**config.mk**
```make
export PLATFORM = sky130hd
export DESIGN_NAME = printf_format_type_scanner_unit
export DESIGN_NICKNAME = d
export VERILOG_FILES = /design/src/design/prfs_pkg.sv /design/src/design/prfs_scan.sv /design/src/design/prfs_out.sv /design/src/design/printf_format_type_scanner_unit.sv
export SDC_FILE = /design/constraint.sdc
export NUM_CORES = 1
export LEC_CHECK = 0
export ABC_AREA = 0
export BUFFER_PORTS_ARGS = -buffer_cell sky130_fd_sc_hd__buf_2
export CORE_ASPECT_RATIO = 2
export CORE_MARGIN = 2
export CORE_UTILIZATION = 55
export DETAILED_ROUTE_END_ITERATION = 7
export PLACE_DENSITY_LB_ADDON = 0.12
export SLEW_MARGIN = 5
export SYNTH_ARGS = -nofsm -noshare
export SYNTH_HDL_FRONTEND = slang
export SYNTH_SLANG_ARGS = --single-unit
```
**constraint.sdc**
```tcl
create_clock -name clk -period 6.9 [get_ports clk]
set_input_delay 0.69 -clock clk [delete_from_list [all_inputs] [get_ports clk]]
set_output_delay 0.69 -clock clk [all_outputs]
set_load 0.005 [all_outputs]
```
**src/design/prfs_pkg.sv**
```systemverilog
// prfs_pkg: shared types, character codes and decode functions for the
// printf format type scanner. No dependencies; used by every design file.
package prfs_pkg;

    localparam logic [7:0] CH_END     = 8'h00;
    localparam logic [7:0] CH_PERCENT = 8'h25;
    localparam logic [7:0] CH_L       = 8'h6c;
    localparam logic [7:0] CH_H       = 8'h68;
    localparam logic [7:0] CH_Z       = 8'h7a;
    localparam logic [7:0] CH_J       = 8'h6a;
    localparam logic [7:0] CH_T       = 8'h74;
    localparam logic [7:0] CH_S       = 8'h73;
    localparam logic [7:0] CH_P       = 8'h70;
    localparam logic [7:0] CH_N       = 8'h6e;
    localparam logic [7:0] CH_STAR    = 8'h2a;
    localparam logic [7:0] CH_DOT     = 8'h2e;
    localparam logic [7:0] CH_MINUS   = 8'h2d;
    localparam logic [7:0] CH_PLUS    = 8'h2b;
    localparam logic [7:0] CH_SPACE   = 8'h20;
    localparam logic [7:0] CH_HASH    = 8'h23;
    localparam logic [7:0] CH_0       = 8'h30;
    localparam logic [7:0] CH_9       = 8'h39;

    localparam logic [7:0] MAX_ENTRIES_RESET = 8'd255;

    typedef enum logic [1:0] {
        KIND_INT32   = 2'd0,
        KIND_FLOAT64 = 2'd1,
        KIND_INT8    = 2'd2,
        KIND_OPAQUE  = 2'd3
    } kind_t;

    typedef struct packed {
        kind_t      kind;
        logic       ptr_level;
        logic [7:0] entry_index;
        logic       done_res;
        logic [7:0] total;
    } result_t;

    // Up to two results per request: a is first, b only follows a.
    typedef struct packed {
        logic    a_valid;
        result_t a;
        logic    b_valid;
        result_t b;
    } scan_out_t;

    typedef struct packed {
        kind_t kind;
        logic  ptr_level;
    } spec_t;

    function automatic logic is_flag(input logic [7:0] c);
        is_flag = (c == CH_MINUS) || (c == CH_PLUS) || (c == CH_SPACE) ||
                  (c == CH_HASH) || (c == CH_STAR) || (c == CH_DOT) ||
                  ((c >= CH_0) && (c <= CH_9));
    endfunction

    function automatic spec_t classify(input logic [7:0] c);
        spec_t r;
        r.ptr_level = 1'b0;
        case (c)
            "d", "i", "o", "u", "x", "X", "c": r.kind = KIND_INT32;
            "f", "F", "e", "E", "g", "G", "a", "A": r.kind = KIND_FLOAT64;
            CH_S:
            begin
                r.kind      = KIND_INT8;
                r.ptr_level = 1'b1;
            end
            CH_N:
            begin
                r.kind      = KIND_INT32;
                r.ptr_level = 1'b1;
            end
            default: r.kind = KIND_OPAQUE;
        endcase
        classify = r;
    endfunction

endpackage

```
**src/design/prfs_scan.sv**
```systemverilog
// prfs_scan: scan phase and entry count state, decode of one format byte
// into zero, one or two results. Depends on prfs_pkg.
module prfs_scan (
    input  logic                clk,
    input  logic                rst_n,
    input  logic                step,
    input  logic [7:0]          ch,
    input  logic [7:0]          max_entries,
    output prfs_pkg::scan_out_t scan_out
);

    typedef enum logic [2:0] {
        PH_TEXT     = 3'd0,
        PH_PCT      = 3'd1,
        PH_FLAGS    = 3'd2,
        PH_LEN_L    = 3'd3,
        PH_LEN_H    = 3'd4,
        PH_LEN_DONE = 3'd5
    } phase_t;

    phase_t          phase_reg;
    phase_t          phase_next;
    logic [7:0]      count_reg;
    logic [7:0]      count_next;
    logic            do_emit;
    logic            entry_valid;
    logic            done_valid;
    logic            below_limit;
    prfs_pkg::spec_t spec;
    prfs_pkg::result_t entry_res;
    prfs_pkg::result_t done_r;

    always_comb
    begin
        phase_next  = phase_reg;
        count_next  = count_reg;
        do_emit     = 1'b0;
        below_limit = count_reg < max_entries;
        spec        = prfs_pkg::classify(ch);

        if (ch == prfs_pkg::CH_END)
        begin
            do_emit = (phase_reg != PH_TEXT);
        end
        else
        begin
            case (phase_reg)
                PH_PCT, PH_FLAGS:
                begin
                    if (phase_reg == PH_PCT && ch == prfs_pkg::CH_PERCENT)
                        phase_next = PH_TEXT;
                    else if (prfs_pkg::is_flag(ch))
                        phase_next = PH_FLAGS;
                    else if (ch == prfs_pkg::CH_L)
                        phase_next = PH_LEN_L;
                    else if (ch == prfs_pkg::CH_H)
                        phase_next = PH_LEN_H;
                    else if (ch inside {prfs_pkg::CH_Z, prfs_pkg::CH_J, prfs_pkg::CH_T})
                        phase_next = PH_LEN_DONE;
                    else
                        do_emit = 1'b1;
                end
                PH_LEN_L:
                begin
                    if (ch == prfs_pkg::CH_L)
                        phase_next = PH_LEN_DONE;
                    else
                        do_emit = 1'b1;
                end
                PH_LEN_H:
                begin
                    if (ch == prfs_pkg::CH_H)
                        phase_next = PH_LEN_DONE;
                    else
                        do_emit = 1'b1;
                end
                PH_LEN_DONE: do_emit = 1'b1;
                default:
                begin
                    if (ch == prfs_pkg::CH_PERCENT && below_limit)
                        phase_next = PH_PCT;
                    else
                        phase_next = PH_TEXT;
                end
            endcase
        end

        entry_valid = do_emit && below_limit;
        if (do_emit)
            phase_next = PH_TEXT;
        if (entry_valid)
            count_next = count_reg + 8'd1;

        entry_res.kind        = spec.kind;
        entry_res.ptr_level   = spec.ptr_level;
        entry_res.entry_index = count_reg;
        entry_res.done_res    = 1'b0;
        entry_res.total       = 8'd0;

        done_valid           = (ch == prfs_pkg::CH_END);
        done_r.kind          = prfs_pkg::KIND_INT32;
        done_r.ptr_level     = 1'b0;
        done_r.entry_index   = 8'd0;
        done_r.done_res      = 1'b1;
        done_r.total         = count_next;

        if (done_valid)
        begin
            phase_next = PH_TEXT;
            count_next = 8'd0;
        end

        scan_out.a_valid = entry_valid || done_valid;
        scan_out.a       = entry_valid ? entry_res : done_r;
        scan_out.b_valid = entry_valid && done_valid;
        scan_out.b       = done_r;
    end

    always_ff @(posedge clk or negedge rst_n)
    begin
        if (!rst_n)
        begin
            phase_reg <= PH_TEXT;
            count_reg <= 8'd0;
        end
        else if (step)
        begin
            phase_reg <= phase_next;
            count_reg <= count_next;
        end
    end

    a_second_needs_first: assert property (@(posedge clk) disable iff (!rst_n)
        scan_out.b_valid |-> scan_out.a_valid && scan_out.b.done_res)
        else $error("second result without first or not a done result");

    a_end_gives_done: assert property (@(posedge clk) disable iff (!rst_n)
        step && ch == prfs_pkg::CH_END |=> count_reg == 8'd0 && phase_reg == PH_TEXT)
        else $error("end of string did not restart the scan");

endmodule

```
**src/design/prfs_out.sv**
```systemverilog
// prfs_out: two-slot result buffer, an output register plus one held slot
// for the second result of a request. Depends on prfs_pkg.
module prfs_out (
    input  logic                clk,
    input  logic                rst_n,
    input  logic                push,
    input  prfs_pkg::scan_out_t scan_out,
    output logic                room,
    output logic                out_valid,
    input  logic                out_ready,
    output prfs_pkg::result_t   out_res
);

    logic              out_valid_reg;
    prfs_pkg::result_t out_reg;
    logic              extra_valid_reg;
    prfs_pkg::result_t extra_reg;
    logic              taken;

    assign taken     = out_valid_reg && out_ready;
    assign room      = !extra_valid_reg && (!out_valid_reg || out_ready);
    assign out_valid = out_valid_reg;
    assign out_res   = out_reg;

    always_ff @(posedge clk or negedge rst_n)
    begin
        if (!rst_n)
        begin
            out_valid_reg   <= 1'b0;
            extra_valid_reg <= 1'b0;
        end
        else if (push)
        begin
            out_valid_reg   <= scan_out.a_valid;
            extra_valid_reg <= scan_out.b_valid;
        end
        else if (taken)
        begin
            out_valid_reg   <= extra_valid_reg;
            extra_valid_reg <= 1'b0;
        end
    end

    always_ff @(posedge clk)
    begin
        if (push)
        begin
            out_reg   <= scan_out.a;
            extra_reg <= scan_out.b;
        end
        else if (taken && extra_valid_reg)
        begin
            out_reg <= extra_reg;
        end
    end

    a_extra_behind_out: assert property (@(posedge clk) disable iff (!rst_n)
        extra_valid_reg |-> out_valid_reg)
        else $error("held slot full while output register empty");

    a_extra_moves_up: assert property (@(posedge clk) disable iff (!rst_n)
        extra_valid_reg && out_ready |=> out_valid_reg && !extra_valid_reg)
        else $error("held result not moved to output register");

endmodule

```
**src/design/printf_format_type_scanner_unit.sv**
```systemverilog
// printf_format_type_scanner_unit: top level; input register, max_entries
// register, scanner and result buffer. Depends on prfs_pkg, prfs_scan, prfs_out.
// The unit takes one format byte per cycle and emits at most one result per cycle
// while out_ready holds and no second result is held. A byte waits in the input
// register and is decoded into the output register of the result buffer once the
// buffer has room. A byte that ends the string inside a conversion yields two
// results (entry, then done); the second is held in a spare slot and the input
// stalls while it drains. max_entries may be written only while
// the unit is idle.
module printf_format_type_scanner_unit (
    input  logic       clk,
    input  logic       rst_n,
    input  logic       cfg_valid,
    output logic       cfg_ready,
    input  logic [7:0] cfg_data,
    input  logic       in_valid,
    output logic       in_ready,
    input  logic [7:0] ch,
    output logic       out_valid,
    input  logic       out_ready,
    output logic [1:0] kind,
    output logic       ptr_level,
    output logic [7:0] entry_index,
    output logic       done_res,
    output logic [7:0] total
);

    logic [7:0]          max_reg;
    logic                ch_valid_reg;
    logic [7:0]          ch_reg;
    logic                room;
    logic                advance;
    prfs_pkg::scan_out_t scan_out;
    prfs_pkg::result_t   out_res;

    assign cfg_ready = 1'b1;
    assign advance   = ch_valid_reg && room;
    assign in_ready  = !ch_valid_reg || room;

    always_ff @(posedge clk or negedge rst_n)
    begin
        if (!rst_n)
        begin
            max_reg      <= prfs_pkg::MAX_ENTRIES_RESET;
            ch_valid_reg <= 1'b0;
        end
        else
        begin
            if (cfg_valid && cfg_ready)
                max_reg <= cfg_data;
            if (in_valid && in_ready)
                ch_valid_reg <= 1'b1;
            else if (advance)
                ch_valid_reg <= 1'b0;
        end
    end

    always_ff @(posedge clk)
    begin
        if (in_valid && in_ready)
            ch_reg <= ch;
    end

    prfs_scan u_scan (
        .clk         (clk),
        .rst_n       (rst_n),
        .step        (advance),
        .ch          (ch_reg),
        .max_entries (max_reg),
        .scan_out    (scan_out)
    );

    prfs_out u_out (
        .clk       (clk),
        .rst_n     (rst_n),
        .push      (advance),
        .scan_out  (scan_out),
        .room      (room),
        .out_valid (out_valid),
        .out_ready (out_ready),
        .out_res   (out_res)
    );

    assign kind        = out_res.kind;
    assign ptr_level   = out_res.ptr_level;
    assign entry_index = out_res.entry_index;
    assign done_res    = out_res.done_res;
    assign total       = out_res.total;

endmodule
```
==> results.sh <==
export IMPL_fin_tns_setup_ns=0
export IMPL_utilization_pct=64.83
export IMPL_rsz0062_at_grt="no"
export IMPL_synth_warnings=0
export IMPL_via_density=5.995
export IMPL_wirelength_um=6400
export IMPL_fp_dieW_um=58.31
export IMPL_core_area_um2=5709
export IMPL_wl_per_cell_um=15.96
export IMPL_post_cts_repair_setup_buffers=0
export IMPL_clock_latency_ns=0.33
export IMPL_cts_resized=0
export IMPL_route_vias_total=2404
export IMPL_post_synth_top_count_cell="sky130_fd_sc_hd__edfxtp_1"
export IMPL_cts_hold_repair_buffers=0
export IMPL_initial_core_util_pct=56.83
export IMPL_max_vdd_ir_drop_mv=0.1850
export IMPL_clock_sink_count=58
export IMPL_globalRouteOverflowTotal=0
export IMPL_power_total_uw=783.5
export IMPL_number_of_antenna_violations_at_the_first_check_in_global_routing=0
export IMPL_finalNetCount=365
export IMPL_synth_edff_count=36
export IMPL_grt_use_total_pct=21.45
export IMPL_power_per_cell_area_nw_per_um2=211.7
export IMPL_netlist_area_um2=3244
export IMPL_yosysUniqueCellTypes=69
export IMPL_clk_pin_slew_worst_paths_ns=0.05
export IMPL_timing_clock_skew_ns=0.005558
export IMPL_timing_max_transition_violations_final=0
export IMPL_dp_final_hpwl_um=4575
export IMPL_n_fill_cell=450
export IMPL_critical_path_slowest_cell="sky130_fd_sc_hd__nor4_4"
export IMPL_drt_initial_drc_count=110
export IMPL_place_gp_congestion=0.8365
export IMPL_largest_register_ff_count=20
export IMPL_postRouteAntennaNets=0
export IMPL_synth_area_leader_cell="sky130_fd_sc_hd__edfxtp_1"
export IMPL_postSynthAreaPerCell_um2=10.74
export IMPL_worst_path_dominant_cell_family="simple AND/OR/NAND/NOR gates"
export IMPL_first_global_vias=2362
export IMPL_num_antenna_cells=0
export IMPL_cts_made_buffers=9
export IMPL_cts_root_buffer_cell="sky130_fd_sc_hd__clkbuf_16"
export IMPL_tightestPinTransition_ns=1.128
export IMPL_floorplan_die_area_um2=6567
export IMPL_drive_above_1_share_pct=26.47
export IMPL_yosys_top_cells_area="sky130_fd_sc_hd__edfxtp_1, sky130_fd_sc_hd__dfrtp_1, sky130_fd_sc_hd__dfstp_2"
export IMPL_ys_async_sr_fraction_pct=37.93
export IMPL_final_hold_violations=0
export IMPL_ioPinCount=44
export IMPL_max_stage_delay_ns=0.76
export IMPL_final_setup_worst_slack_ns=3.777
export IMPL_start_kind="flip-flop"
export IMPL_cp_buffers_inverters=2
export IMPL_setup_worst_path_class="reg2reg"
export IMPL_fp_row_count=39
export IMPL_final_critical_path_required_period_ns=3.123
export IMPL_worst_ep_required_time_ns=7.09
export IMPL_areaGrowthSynthToFinish_pct=14.08
export IMPL_power_leakage_nw=1.471
export IMPL_result_of_the_run="completed"
export IMPL_cp_end_kind="flip-flop"
export IMPL_synth_sequential_area_ratio_pct=50.60
export IMPL_drc=0
export IMPL_cp_max_fo=23
export IMPL_postSynthCellCount=302
export IMPL_height_of_the_die_um=112.6
export IMPL_synth_main_ff_cell="sky130_fd_sc_hd__edfxtp_1"
export IMPL_period_share_pct=45.26
export IMPL_htree_levels=3
export IMPL_cts_buffer_depth=2
export IMPL_first_pass_grt_wire_length_um=10710
export IMPL_ys_ff_latch=58
export IMPL_max_freq_ghz=0.3202
export IMPL_min_delay_path_class="in2async"
export IMPL_cp_cell_sequence="inv_1, ha_1, a21o_1, a2111oi_0, a21oi_2, buf_4, nor4_4, and4bb_2"
export IMPL_postSynthNetCount=332
export IMPL_worst_ep_arrival_time_ns=3.31
export IMPL_timing_slew_headroom_pct=24.83
export IMPL_synth_commonest_cells="sky130_fd_sc_hd__edfxtp_1, sky130_fd_sc_hd__nand2_1, sky130_fd_sc_hd__nor2_1"
export IMPL_yosysTopAreaCellShare_pct=33.32
export IMPL_placed_cell_area_um2=3438
export IMPL_cap_violations=0
export IMPL_setup_violations=0
export IMPL_pin_count_of_the_biggest_net_entering_global_routing=24
export IMPL_buffer_ports_inserted=42
export IMPL_post_route_cell_area_um2=3701
export IMPL_cts_tree="yes"
export IMPL_dr_pass1_iters=4
export IMPL_setup_slack_at_placement_ns=3.743
-- cell type report --
| cell class | instances | area (um^2) | share of cell area, % |
|---|---|---|---|
| clock inverters | 6 | 33.78 | 0.9128 |
| flip-flops and latches | 58 | 1642 | 44.35 |
| inverters | 17 | 63.81 | 1.724 |
| well taps | 61 | 76.32 | 2.062 |
| clock buffers | 10 | 229.0 | 6.187 |
| multi-input cells | 204 | 1424 | 38.47 |
| repair buffers | 45 | 232.7 | 6.288 |
-- layer usage --
layer	global-route usage, %	vias to the layer above	wire [um]
met3	3.571	20	207
met2	36.25	56	3433
met4	13.02	0	195
met5	0	-	0
li1	-	1183	-
met1	24.35	1145	2563
-- worst reg2reg max path, stage by stage (launching register included) --
cell and delay, ns:
sky130_fd_sc_hd__dfstp_2 0.51, sky130_fd_sc_hd__inv_1 0.05, sky130_fd_sc_hd__ha_1 0.31, sky130_fd_sc_hd__a21o_1 0.18, sky130_fd_sc_hd__a2111oi_0 0.50, sky130_fd_sc_hd__a21oi_2 0.10, sky130_fd_sc_hd__buf_4 0.23, sky130_fd_sc_hd__nor4_4 0.76
sky130_fd_sc_hd__and4bb_2 0.34
-- kinds of logic after synthesis --
logic type	Yosys count	synth area share, %
DFF	58	50.60
muxes	3	1.041
and+or+nand+nor	115	20.13
buffers and inverters	40	5.746
other	1	0.1156
AOI/OAI and AO/OA	69	16.97
xor gates and xnor gates	6	1.620
adders and majority gates	10	3.779
-- metrics by stage --
stage / instances / hold slack [ns]
2_1_floorplan: 302 / 0.3944
3_3_place_gp: 385 / 0.4957
3_5_place_dp: 385 / 0.5073
4_1_cts: 401 / 0.3413
5_1_grt: 401 / 0.3813
6_report: 401 / 0.3379
-- where the power goes --
part	internal [mW]	switching (mW)
Clock	0.239	0.148
Combinational	0.00879	0.0122
Sequential	0.375	0.00113
Total	0.622	0.161
-- worst paths after layout --
| path | depth (start not counted) | start | slack (ns) | end |
|---|---|---|---|---|
| max | 8 | max_reg[4] | 3.78 | u_out.out_res[17] |
| min | 1 | rst_n | 0.34 | u_scan.count_reg[2] |
| max reg2reg | 8 | max_reg[4] | 3.78 | u_out.out_res[17] |
| min reg2reg | 2 | max_reg[5] | 0.50 | max_reg[5] |
| max in group asynchronous | 1 | rst_n | 6.20 | max_reg[3] |
| min in group clk | 2 | max_reg[5] | 0.50 | max_reg[5] |
-- placed cells by master, fill, tap and decap left out, types with 9 or more instances in the layout --
cell type / Yosys / layout
sky130_fd_sc_hd__edfxtp_1: 36 / 36
sky130_fd_sc_hd__nor2_1: 25 / 25
sky130_fd_sc_hd__clkbuf_16: 0 / 9
sky130_fd_sc_hd__ha_1: 9 / 9
sky130_fd_sc_hd__nor3_1: 11 / 11
sky130_fd_sc_hd__inv_1: 17 / 17
sky130_fd_sc_hd__dfrtp_1: 14 / 14
sky130_fd_sc_hd__buf_2: 2 / 42
sky130_fd_sc_hd__and2_1: 10 / 10
sky130_fd_sc_hd__nand2_1: 27 / 27
sky130_fd_sc_hd__o21ai_0: 13 / 13
Power figures use the tool's default switching activity.
